## config.mk

```make
export PLATFORM = sky130hd
export DESIGN_NAME = six_button_pad_port
export DESIGN_NICKNAME = d
export VERILOG_FILES = /design/src/design/sbp_pkg.sv /design/src/design/sbp_in_stage.sv /design/src/design/sbp_core.sv /design/src/design/sbp_out_stage.sv /design/src/design/six_button_pad_port.sv
export VERILOG_INCLUDE_DIRS = /design/src /design/src/design
export SDC_FILE = /design/constraint.sdc
export NUM_CORES = 1
export LEC_CHECK = 0
export BUFFER_PORTS_ARGS = -buffer_cell sky130_fd_sc_hd__buf_4
export CAP_MARGIN = 30
export CORE_MARGIN = 4
export CORE_UTILIZATION = 42
export DETAILED_ROUTE_END_ITERATION = 7
export GPL_ROUTABILITY_DRIVEN = 0
export PLACE_DENSITY = 0.71
export SYNTH_ARGS = -nofsm -noshare
export SYNTH_HDL_FRONTEND = slang
export SYNTH_SLANG_ARGS = --single-unit
```

## constraint.sdc

```tcl
create_clock -name aclk -period 3.9 [get_ports aclk]
set_clock_uncertainty 0.05 [all_clocks]
set_input_delay 0.78 -clock aclk [delete_from_list [all_inputs] [get_ports aclk]]
set_output_delay 0.78 -clock aclk [all_outputs]
set_load 0.05 [all_outputs]
```

## src/design/six_button_pad_port_macros.svh

```systemverilog
// ---------------------------------------------------------------------------
// six_button_pad_port_macros: assertion helpers for the pad port core RTL
// ---------------------------------------------------------------------------
`ifndef SIX_BUTTON_PAD_PORT_MACROS_SVH
`define SIX_BUTTON_PAD_PORT_MACROS_SVH

// Checked on every rising edge once reset is released.
`define SBP_ASSERT(lbl, prop, msg) \
    lbl: assert property (@(posedge aclk) disable iff (!aresetn) prop) else $error(msg);

// Checked on every rising edge, reset included.
`define SBP_ASSERT_ALWAYS(lbl, prop, msg) \
    lbl: assert property (@(posedge aclk) prop) else $error(msg);

`endif

```

## src/design/sbp_pkg.sv

```systemverilog
`timescale 1ns / 1ps
// ---------------------------------------------------------------------------
// sbp_pkg: shared types and constants for the six-button pad port
// ---------------------------------------------------------------------------
package sbp_pkg;

    localparam int unsigned BTN_W     = 12;
    localparam int unsigned BYTE_W    = 8;
    localparam int unsigned TMO_W     = 11;
    localparam int unsigned PHASE_W   = 3;
    localparam int unsigned S_DATA_W  = 24;
    localparam int unsigned S_USER_W  = 2;

    localparam logic [PHASE_W-1:0] PHASES          = 3'd5;
    localparam logic [TMO_W-1:0]   TIMEOUT_DEFAULT = 11'd1600;

    // Item kind, carried on s_tuser
    typedef enum logic [1:0] {
        FUNC_TICK  = 2'd0,
        FUNC_READ  = 2'd1,
        FUNC_WRITE = 2'd2
    } func_t;

    typedef struct packed {
        logic [1:0]        func;
        logic [BYTE_W-1:0] write_data;
        logic [BTN_W-1:0]  buttons;
    } item_t;

    // Result from the core toward the output register
    typedef struct packed {
        logic              valid;
        logic [BYTE_W-1:0] data;
    } rd_t;

endpackage

```

## src/design/sbp_in_stage.sv

```systemverilog
`timescale 1ns / 1ps
// ---------------------------------------------------------------------------
// sbp_in_stage: input beat register
// ---------------------------------------------------------------------------
module sbp_in_stage (
    input  logic           aclk,
    input  logic           aresetn,
    input  logic           s_tvalid,
    output logic           s_tready,
    input  sbp_pkg::item_t s_item,
    input  logic           take,
    output logic           in_vld,
    output sbp_pkg::item_t in_item
);

    logic           vld_reg, vld_next;
    sbp_pkg::item_t item_reg;

    assign s_tready = !vld_reg || take;
    assign vld_next = s_tready ? s_tvalid : vld_reg;

    always_ff @(posedge aclk) begin
        if (!aresetn) begin
            vld_reg <= 1'b0;
        end else begin
            vld_reg <= vld_next;
        end
    end

    always_ff @(posedge aclk) begin
        if (s_tready && s_tvalid) begin
            item_reg <= s_item;
        end
    end

    assign in_vld  = vld_reg;
    assign in_item = item_reg;

endmodule

```

## src/design/sbp_core.sv

```systemverilog
`timescale 1ns / 1ps
// ---------------------------------------------------------------------------
// sbp_core: pad state and port read mux
// ---------------------------------------------------------------------------
`include "six_button_pad_port_macros.svh"

module sbp_core (
    input  logic                            aclk,
    input  logic                            aresetn,
    input  logic                            cfg_we,
    input  logic [sbp_pkg::TMO_W-1:0]       cfg_wdata,
    input  logic                            in_vld,
    input  sbp_pkg::item_t                  in_item,
    input  logic                            out_free,
    output logic                            take,
    output sbp_pkg::rd_t                    rd
);

    logic [sbp_pkg::TMO_W-1:0]   reload_reg;
    logic [sbp_pkg::PHASE_W-1:0] phase_reg, phase_next;
    logic [sbp_pkg::TMO_W-1:0]   timeout_reg, timeout_next;
    logic                        sel_reg, sel_next;
    logic                        latch_reg, latch_next;
    logic [3:0]                  dir_reg, dir_next;
    logic                        vhold_reg, vhold_next;
    logic                        hhold_reg, hhold_next;

    logic [sbp_pkg::BTN_W-1:0]   btn;
    logic                        wr_sel;
    logic [sbp_pkg::PHASE_W-1:0] ph;
    logic [sbp_pkg::PHASE_W-1:0] ph_inc;
    logic [2:0]                  vpair, hpair;
    logic [5:0]                  d;

    // Pair update: returns {hold, latch[1:0]}
    function automatic logic [2:0] pair_upd(input logic [1:0] pressed,
                                            input logic [1:0] cur,
                                            input logic       hold);
        logic [2:0] r;
        if (pressed != 2'b11) begin
            r = {1'b0, pressed};
        end else if (!hold) begin
            r = {1'b1, cur[0], cur[1]};
        end else begin
            r = {1'b1, cur};
        end
        return r;
    endfunction

    assign btn    = in_item.buttons;
    assign wr_sel = in_item.write_data[6];
    assign take   = in_vld && ((in_item.func != sbp_pkg::FUNC_READ) || out_free);

    // Out-of-range phase reads as 0 and wraps to 0
    assign ph     = (phase_reg >= sbp_pkg::PHASES) ? '0 : phase_reg;
    assign ph_inc = (phase_reg >= sbp_pkg::PHASES - 3'd1) ? '0 : phase_reg + 3'd1;

    assign vpair = pair_upd(btn[1:0], dir_reg[1:0], vhold_reg);
    assign hpair = pair_upd(btn[3:2], dir_reg[3:2], hhold_reg);

    // Six data bits before inversion, using the updated direction latches
    always_comb begin
        if (!sel_reg) begin
            if (ph == 3'd2) begin
                d[3:0] = 4'hF;
            end else if (ph == 3'd3) begin
                d[3:0] = 4'h0;
            end else begin
                d[3:0] = {2'b11, vpair[1:0]};
            end
            d[4] = btn[4];
            d[5] = btn[11];
        end else begin
            if (ph == 3'd3) begin
                d = {2'b00, btn[10], btn[7], btn[8], btn[9]};
            end else begin
                d = {btn[6], btn[5], hpair[1:0], vpair[1:0]};
            end
        end
    end

    always_comb begin
        phase_next   = phase_reg;
        timeout_next = timeout_reg;
        sel_next     = sel_reg;
        latch_next   = latch_reg;
        dir_next     = dir_reg;
        vhold_next   = vhold_reg;
        hhold_next   = hhold_reg;
        rd.valid     = 1'b0;
        rd.data      = {latch_reg, sel_reg, ~d};
        if (take) begin
            unique case (in_item.func)
                sbp_pkg::FUNC_TICK: begin
                    if (timeout_reg != '0) begin
                        timeout_next = timeout_reg - 11'd1;
                    end else begin
                        phase_next = '0;
                    end
                end
                sbp_pkg::FUNC_READ: begin
                    rd.valid   = 1'b1;
                    dir_next   = {hpair[1:0], vpair[1:0]};
                    vhold_next = vpair[2];
                    hhold_next = hpair[2];
                end
                sbp_pkg::FUNC_WRITE: begin
                    if (!sel_reg && wr_sel) begin
                        phase_next = ph_inc;
                    end
                    sel_next     = wr_sel;
                    latch_next   = in_item.write_data[7];
                    timeout_next = reload_reg;
                end
                default: begin
                end
            endcase
        end
    end

    always_ff @(posedge aclk) begin
        if (!aresetn) begin
            reload_reg  <= sbp_pkg::TIMEOUT_DEFAULT;
            phase_reg   <= '0;
            timeout_reg <= '0;
            sel_reg     <= 1'b0;
            latch_reg   <= 1'b0;
            dir_reg     <= '0;
            vhold_reg   <= 1'b0;
            hhold_reg   <= 1'b0;
        end else begin
            if (cfg_we) begin
                reload_reg <= cfg_wdata;
            end
            phase_reg   <= phase_next;
            timeout_reg <= timeout_next;
            sel_reg     <= sel_next;
            latch_reg   <= latch_next;
            dir_reg     <= dir_next;
            vhold_reg   <= vhold_next;
            hhold_reg   <= hhold_next;
        end
    end

    `SBP_ASSERT(a_phase_range, phase_reg < sbp_pkg::PHASES, "phase counter out of range")
    `SBP_ASSERT(a_write_reload, take && in_item.func == sbp_pkg::FUNC_WRITE |=> timeout_reg == $past(reload_reg), "timeout not reloaded on write")
    `SBP_ASSERT(a_tick_clear, take && in_item.func == sbp_pkg::FUNC_TICK && timeout_reg == '0 |=> phase_reg == '0, "phase not cleared on expired tick")

endmodule

```

## src/design/sbp_out_stage.sv

```systemverilog
`timescale 1ns / 1ps
// ---------------------------------------------------------------------------
// sbp_out_stage: result beat register
// ---------------------------------------------------------------------------
module sbp_out_stage (
    input  logic                       aclk,
    input  logic                       aresetn,
    input  sbp_pkg::rd_t               rd,
    output logic                       out_free,
    output logic                       m_tvalid,
    input  logic                       m_tready,
    output logic [sbp_pkg::BYTE_W-1:0] m_tdata
);

    logic                       vld_reg, vld_next;
    logic [sbp_pkg::BYTE_W-1:0] data_reg;

    assign out_free = !vld_reg || m_tready;
    assign vld_next = out_free ? rd.valid : vld_reg;

    always_ff @(posedge aclk) begin
        if (!aresetn) begin
            vld_reg <= 1'b0;
        end else begin
            vld_reg <= vld_next;
        end
    end

    always_ff @(posedge aclk) begin
        if (rd.valid) begin
            data_reg <= rd.data;
        end
    end

    assign m_tvalid = vld_reg;
    assign m_tdata  = data_reg;

endmodule

```

## src/design/six_button_pad_port.sv

```systemverilog
`timescale 1ns / 1ps
// A read beat passes through the input register and then the result register.
// Throughput: one beat per cycle, any kind, unless a read waits on a full
//   result register; set by the single-pass update between the two registers.
// Reset: synchronous, active-low aresetn; clears pad state, empties both
//   registers and loads the timeout reload with 1600.
// ---------------------------------------------------------------------------
// six_button_pad_port: six-button game pad behind a byte-wide port
// ---------------------------------------------------------------------------
// Input beats are ticks, port writes or port reads (s_tuser). Ticks run the
// select timeout down; an expired timeout resets the phase counter. Writes
// set select/latch and reload the timeout, and a select rising edge steps the
// phase 0..4. Reads return latch, select and six active-low pad bits chosen
// by select and phase; only reads produce a result beat.
//
// Pipeline:
//   sbp_in_stage  - input beat register, ready when empty or draining
//   sbp_core      - pad state, read mux, timeout/config register
//   sbp_out_stage - result register; a read stalls only if it is full and
//                   not being taken
// ---------------------------------------------------------------------------
module six_button_pad_port (
    input  logic        aclk,
    input  logic        aresetn,
    // Timeout reload register, write only
    input  logic        cfg_we,
    input  logic [10:0] cfg_wdata,
    // Input beats
    input  logic        s_tvalid,
    output logic        s_tready,
    input  logic [23:0] s_tdata,   // [7:0] write_data, [19:8] buttons, [23:20] zero
    input  logic [1:0]  s_tuser,   // [1:0] func
    // Result beats
    output logic        m_tvalid,
    input  logic        m_tready,
    output logic [7:0]  m_tdata    // [7:0] read_data
);

    sbp_pkg::item_t s_item;
    sbp_pkg::item_t in_item;
    sbp_pkg::rd_t   rd;
    logic           in_vld;
    logic           take;
    logic           out_free;

    assign s_item.func       = s_tuser;
    assign s_item.write_data = s_tdata[7:0];
    assign s_item.buttons    = s_tdata[19:8];

    sbp_in_stage u_in (
        .aclk     (aclk),
        .aresetn  (aresetn),
        .s_tvalid (s_tvalid),
        .s_tready (s_tready),
        .s_item   (s_item),
        .take     (take),
        .in_vld   (in_vld),
        .in_item  (in_item)
    );

    sbp_core u_core (
        .aclk      (aclk),
        .aresetn   (aresetn),
        .cfg_we    (cfg_we),
        .cfg_wdata (cfg_wdata),
        .in_vld    (in_vld),
        .in_item   (in_item),
        .out_free  (out_free),
        .take      (take),
        .rd        (rd)
    );

    sbp_out_stage u_out (
        .aclk     (aclk),
        .aresetn  (aresetn),
        .rd       (rd),
        .out_free (out_free),
        .m_tvalid (m_tvalid),
        .m_tready (m_tready),
        .m_tdata  (m_tdata)
    );

endmodule

```

==> results.json, run 1 <==
{
  "status": "complete, no violations",
  "grt_pass1_wl_um": 8000,
  "syn_inst": 247,
  "holdBufCountCts": 0,
  "gr-usage-all-layers_pct": 13.9,
  "tightest_slew_ns": 0.761,
  "cts_resized": 0,
  "ff_latch_area_um2": 1420,
  "cts_max_path_buffers": 2,
  "start_kind": "register",
  "holdPathEnd": "u_out.m_tdata[7]$_DFFE_PP_",
  "drt-vias-per-instance": 5.18,
  "fin_tns_setup_ns": 0,
  "grt_setup_unrepaired": "false",
  "r2r_setup_slack_ns": 2.01,
  "cts_tree": "done",
  "area_delta_synth_final_pct": 20.9,
  "final_core_util_pct": 53.0,
  "p_seq_share_pct": 52.7,
  "syn_nets": 293,
  "multiInputGateArea_um2": 1110,
  "antenna_found_initial": 0,
  "vias": 1923,
  "numCtsBuffers": 9,
  "htree_levels": 3,
  "min_path_type": "register to register",
  "crit_start": "u_in.in_item[21]$_DFFE_PP_",
  "dp_hpwl_um": 3460,
  "synth-seq-area-share_pct": 54.1,
  "wl_per_cell_um": 13.6,
  "worstHoldStart": "u_core.latch_reg$_SDFFE_PN0P_",
  "die_w_um": 87.1,
  "start_util_pct": 43.8,
  "power.density_nw_per_um2": 412,
  "num_rows": 28,
  "reg2regPathDepth": 4,
  "clkTransAtPathRegs_ns": 0.06,
  "core_um2": 5990,
  "layout_min_cycle_time_ns": 2.60,
  "path_cells": "nand3b_1, nor3b_1, inv_1, buf_4",
  "swShare_pct": 25.9,
  "cp_slowest_cell": "edfxtp_1",
  "drcViolationCount": 0,
  "port_buffers": 41,
  "leakagePower_nw": 1.18,
  "pwr-share-clk_pct": 34.9,
  "clock_sinks": 59,
  "hold_viol_final": 0,
  "worstPathMaxFanout": 6,
  "drv_cap": 0,
  "grt_pass1_vias": 1741,
  "synth.top_cell.area_share_pct": 27.5,
  "clk_latency_ns": 0.34,
  "max_freq_ghz": 0.385,
  "grt_overflow_total": 0,
  "critPathRequiredTime_ns": 3.07,
  "postRouteAntennaNets": 0,
  "layout-drive-gt1-share_pct": 26.7,
  "drt_iter0_markers": 76,
  "worstPathArrival_ns": 1.77,
  "regToRegEndpoint": "u_in.in_item[19]$_DFFE_PP_",
  "chipHeight_um": 87.1,
  "antenna_cells": 0,
  "hold-path-cell-count": 0,
  "setup-violations-final": 0,
  "final_nets": 337,
  "cts_setup_buffers": 0,
  "dieArea_um2": 7580,
  "root_buffer": "clkbuf_8",
  "drv_slew": 0,
  "fillers": 547,
  "yosys_warnings": 0,
  "cell_internal_pwr_mw": 0.968,
  "synth_edf_count": 24,
  "cp_slowest_stage_delay_ns": 0.44,
  "async_reset_ff_share_pct": 0,
  "power_frac_comb_pct": 12.4,
  "slew-limit-headroom_pct": 49.2,
  "grt_max_degree": 28,
  "min_period_over_period_pct": 66.6,
  "synth.avg_cell_area_um2": 10.6,
  "largest_reg_flops": 16,
  "crit_type": "register to output port",
  "firstDrtPassIters": 5,
  "ys_ff_latch": 59,
  "routed_wl_um": 5060,
  "synth_cell_types": 41,
  "ir_drop_uv": 264,
  "synth_top_area_cell": "edfxtp_1",
  "ios": 52,
  "critPathCaptureType": "output port",
  "synth_area_leaders": "edfxtp_1 27%, dfxtp_1 27%, mux2i_1 7.6%, nor2_1 3.1%, nand2_1 2.9%",
  "power_switching_mw": 0.339,
  "reg2reg_from": "u_in.in_item[21]$_DFFE_PP_",
  "synth_area_um2": 2630,
  "ys.flop_type": "dfxtp_1"
}
[metrics by stage]
step	instance area, um^2	setup slack (ns)	hold slack [ns]	total power, mW	std cells
final	3170	1.30	0.396	1.31	371
after global routing	3170	1.11	0.399	1.37	371
after CTS	3170	1.29	0.391	1.32	371
after detailed placement	3010	1.54	0.375	0.863	355
after global placement	2990	1.59	0.375	0.856	354
after floorplan	2630	1.74	0.358	0.810	247
[layer usage]
metal	wire length (um)	up-vias	track usage (%)
li1	-	983	-
met1	2360	884	18.5
met2	2330	45	19.7
met3	257	11	4.54
met4	108	0	7.65
met5	0	-	0
[worst max path at each step]
stage | to | slack, ns
after floorplan | s_tready | 1.74
after global placement | s_tready | 1.59
after detailed placement | s_tready | 1.54
after CTS | s_tready | 1.29
after global routing | s_tready | 1.11
final | s_tready | 1.30
[cell usage after synthesis, types with 4 or more instances]
cell / number
a21oi_1: 13
clkbuf_1: 7
a21boi_0: 6
a31oi_1: 6
nand2_1: 20
dfxtp_1: 35
nand3_1: 11
nand4_1: 4
o21ai_0: 10
mux2i_1: 20
nor2_1: 22
inv_1: 8
a21oi_2: 7
a21o_1: 7
edfxtp_1: 24
o21ai_2: 6
ha_1: 4
[cell type report]
cell class / instances / share of cell area [%]
timing repair buffer: 44 / 11.0
clock buffer: 10 / 4.02
multi-input combinational: 168 / 35.1
inverter: 9 / 1.06
clock inverter: 6 / 1.06
tap: 75 / 2.96
sequential: 59 / 44.8
[power by group through the flow]
stage               sequential (mW)  clock [mW]  combinational (mW)
detailed placement            0.701           0               0.161
CTS                           0.688       0.473               0.162
floorplan                     0.703           0               0.107
global placement              0.701           0               0.155
global route                  0.691       0.500               0.178
finish                        0.688       0.457               0.162
[logic make-up after synthesis]
logic type      after synthesis  share of synthesized area (%)
simple gates                 80                           16.1
compound gates               63                           16.4
flops                        59                           54.1
mux                          21                           8.06
buf+inv                      20                           3.43
fa+ha+maj                     4                           1.91
[critical path, delay by kind of cell (launching register included)]
kind,cells,cell delay [ns]
AND/OR/NAND/NOR,2,0.71
buffers and inverters,2,0.27
flip-flops,1,0.44
[layout by cell type, fill, tap and decap left out, types with 3 or more instances in the layout]
cell type | synthesis | final
a31oi_1 | 6 | 6
a21oi_2 | 7 | 7
nor2b_1 | 3 | 3
clkinv_2 | 0 | 3
o21ai_2 | 6 | 6
a21o_1 | 7 | 7
nand2_1 | 20 | 20
dfxtp_1 | 35 | 35
a21oi_1 | 13 | 13
a21boi_0 | 6 | 6
nand3_1 | 11 | 11
nor2_1 | 22 | 22
nand4_1 | 4 | 4
clkbuf_8 | 0 | 9
nor3b_1 | 3 | 3
inv_1 | 8 | 8
edfxtp_1 | 24 | 24
nor3_1 | 3 | 3
ha_1 | 4 | 4
mux2i_1 | 20 | 20
o21ai_0 | 10 | 10
buf_4 | 0 | 43
(Power assumes the default switching activity.)
==> inputs of run 2 (changes only) <==
Clock period 3.9 ns to 2.6 ns, I/O delays scaled along.
==> run 2 against run 1 <==
Net effect:
- sequential power is 50% higher
- design area is 0.36% higher
- largest power group unchanged
- critical path depth stayed put
- clock power is 75% higher
- cell count stayed put
- utilization is 0.19 points higher
==> results.json, run 2 (synthesis results as in run 1) <==
{
  "clock_sinks": 59,
  "holdBufCountCts": 0,
  "clk_latency_ns": 0.34,
  "crit_type": "register to output port",
  "final_core_util_pct": 53.2,
  "grt_pass1_vias": 1790,
  "critPathCaptureType": "output port",
  "root_buffer": "clkbuf_8",
  "drv_cap": 0,
  "grt_max_degree": 30,
  "fin_tns_setup_ns": 0,
  "tightest_slew_ns": 0.741,
  "layout-drive-gt1-share_pct": 27.4,
  "status": "complete, no violations",
  "hold_viol_final": 0,
  "worstPathArrival_ns": 1.74,
  "placed_area_um2": 2990,
  "final_common_cell": "buf_4",
  "cts_resized": 0,
  "grt_pass1_wl_um": 8270,
  "grt_setup_unrepaired": "false",
  "chipHeight_um": 87.1,
  "fin_cells": 371,
  "num_rows": 28,
  "core_um2": 5990,
  "layout_min_cycle_time_ns": 2.31,
  "start_kind": "register",
  "final_nets": 337,
  "htree_levels": 3,
  "gr-usage-all-layers_pct": 14.3,
  "postRouteAntennaNets": 0,
  "worstPathMaxFanout": 6,
  "cts_setup_buffers": 0,
  "stdcell_area_um2": 3190,
  "antenna_cells": 0,
  "grt_overflow_total": 0,
  "numCtsBuffers": 9,
  "critPathRequiredTime_ns": 2.03,
  "routed_wl_um": 5050,
  "cts_max_path_buffers": 2,
  "clkTransAtPathRegs_ns": 0.07,
  "area_delta_synth_final_pct": 21.4,
  "vias": 1927,
  "cts_tree": "done",
  "die_w_um": 87.1,
  "layout_common_cells": "44 x buf_4, 35 x dfxtp_1, 24 x edfxtp_1",
  "antenna_found_initial": 0,
  "wl_per_cell_um": 13.6,
  "drv_slew": 0,
  "max_freq_ghz": 0.433,
  "min_path_type": "primary input to register",
  "setup-violations-final": 0,
  "start_util_pct": 43.8,
  "port_buffers": 41,
  "dp_cells": 355,
  "drt-vias-per-instance": 5.19,
  "largest_reg_flops": 16,
  "power.density_nw_per_um2": 650,
  "drcViolationCount": 0,
  "ios": 52,
  "ir_drop_uv": 523,
  "firstDrtPassIters": 4,
  "dp_hpwl_um": 3510,
  "fin_total_pwr_mw": 2.07,
  "slew-limit-headroom_pct": 50.6,
  "min_period_over_period_pct": 88.9,
  "leakagePower_nw": 1.19,
  "drt_iter0_markers": 153,
  "dieArea_um2": 7580
}
## run 2: cell count changes in the layout (fill, tap and decap cells not counted)
cell       before  now
clkinv_4        0    1
buf_16          1    0
buf_4          43   44
clkinv_1        1    0
bufinv_16       0    1
clkbuf_1        1    0
## run 2: where the power goes
| group | total [mW] | internal, mW | switching [mW] |
|---|---|---|---|
| sequential | 1.03 | 1.00 | 0.0277 |
| combinational | 0.239 | 0.109 | 0.130 |
| clock | 0.798 | 0.437 | 0.361 |
## run 2: critical path: stages (launching register included)
cell	delay (ns)
edfxtp_1	0.45
nand3b_1	0.30
nor3b_1	0.39
inv_1	0.07
buf_4	0.20
## run 2: area by class of cell
cell class                      instances  area, um^2
Multi-Input combinational cell        168        1110
Inverter                                9        33.8
Sequential cell                        59        1420
Timing Repair Buffer                   44         330
Clock inverter                          7        68.8
Clock buffer                            9         124
Tap cell                               75        93.8
Fill cell                             545        2810
## run 2: path summary, 6_finish.rpt
kind	depth (start not counted)	end	slack [ns]	from
hold / removal	1	u_in.in_item[8]$_DFFE_PP_	0.30	s_tdata[16]
setup / recovery	4	s_tready	0.29	u_in.in_item[21]$_DFFE_PP_
hold reg to reg	0	u_out.m_tdata[7]$_DFFE_PP_	0.40	u_core.latch_reg$_SDFFE_PN0P_
setup reg to reg	4	u_in.in_item[21]$_DFFE_PP_	0.73	u_in.in_item[21]$_DFFE_PP_
## run 2: metrics by stage
step	setup WS, ns	hold slack (ns)
floorplan	0.696	0.358
global placement	0.676	0.377
detailed placement	0.641	0.385
CTS	0.270	0.291
global route	0.163	0.290
finish	0.288	0.298
## run 2: routing by layer
layer  up-vias  wire (um)  track usage, %
met5         -          0               0
met4         0        123            9.21
met3        10        256            3.22
met2        40       2390            21.0
met1       892       2280            18.7
li1        985          -               -
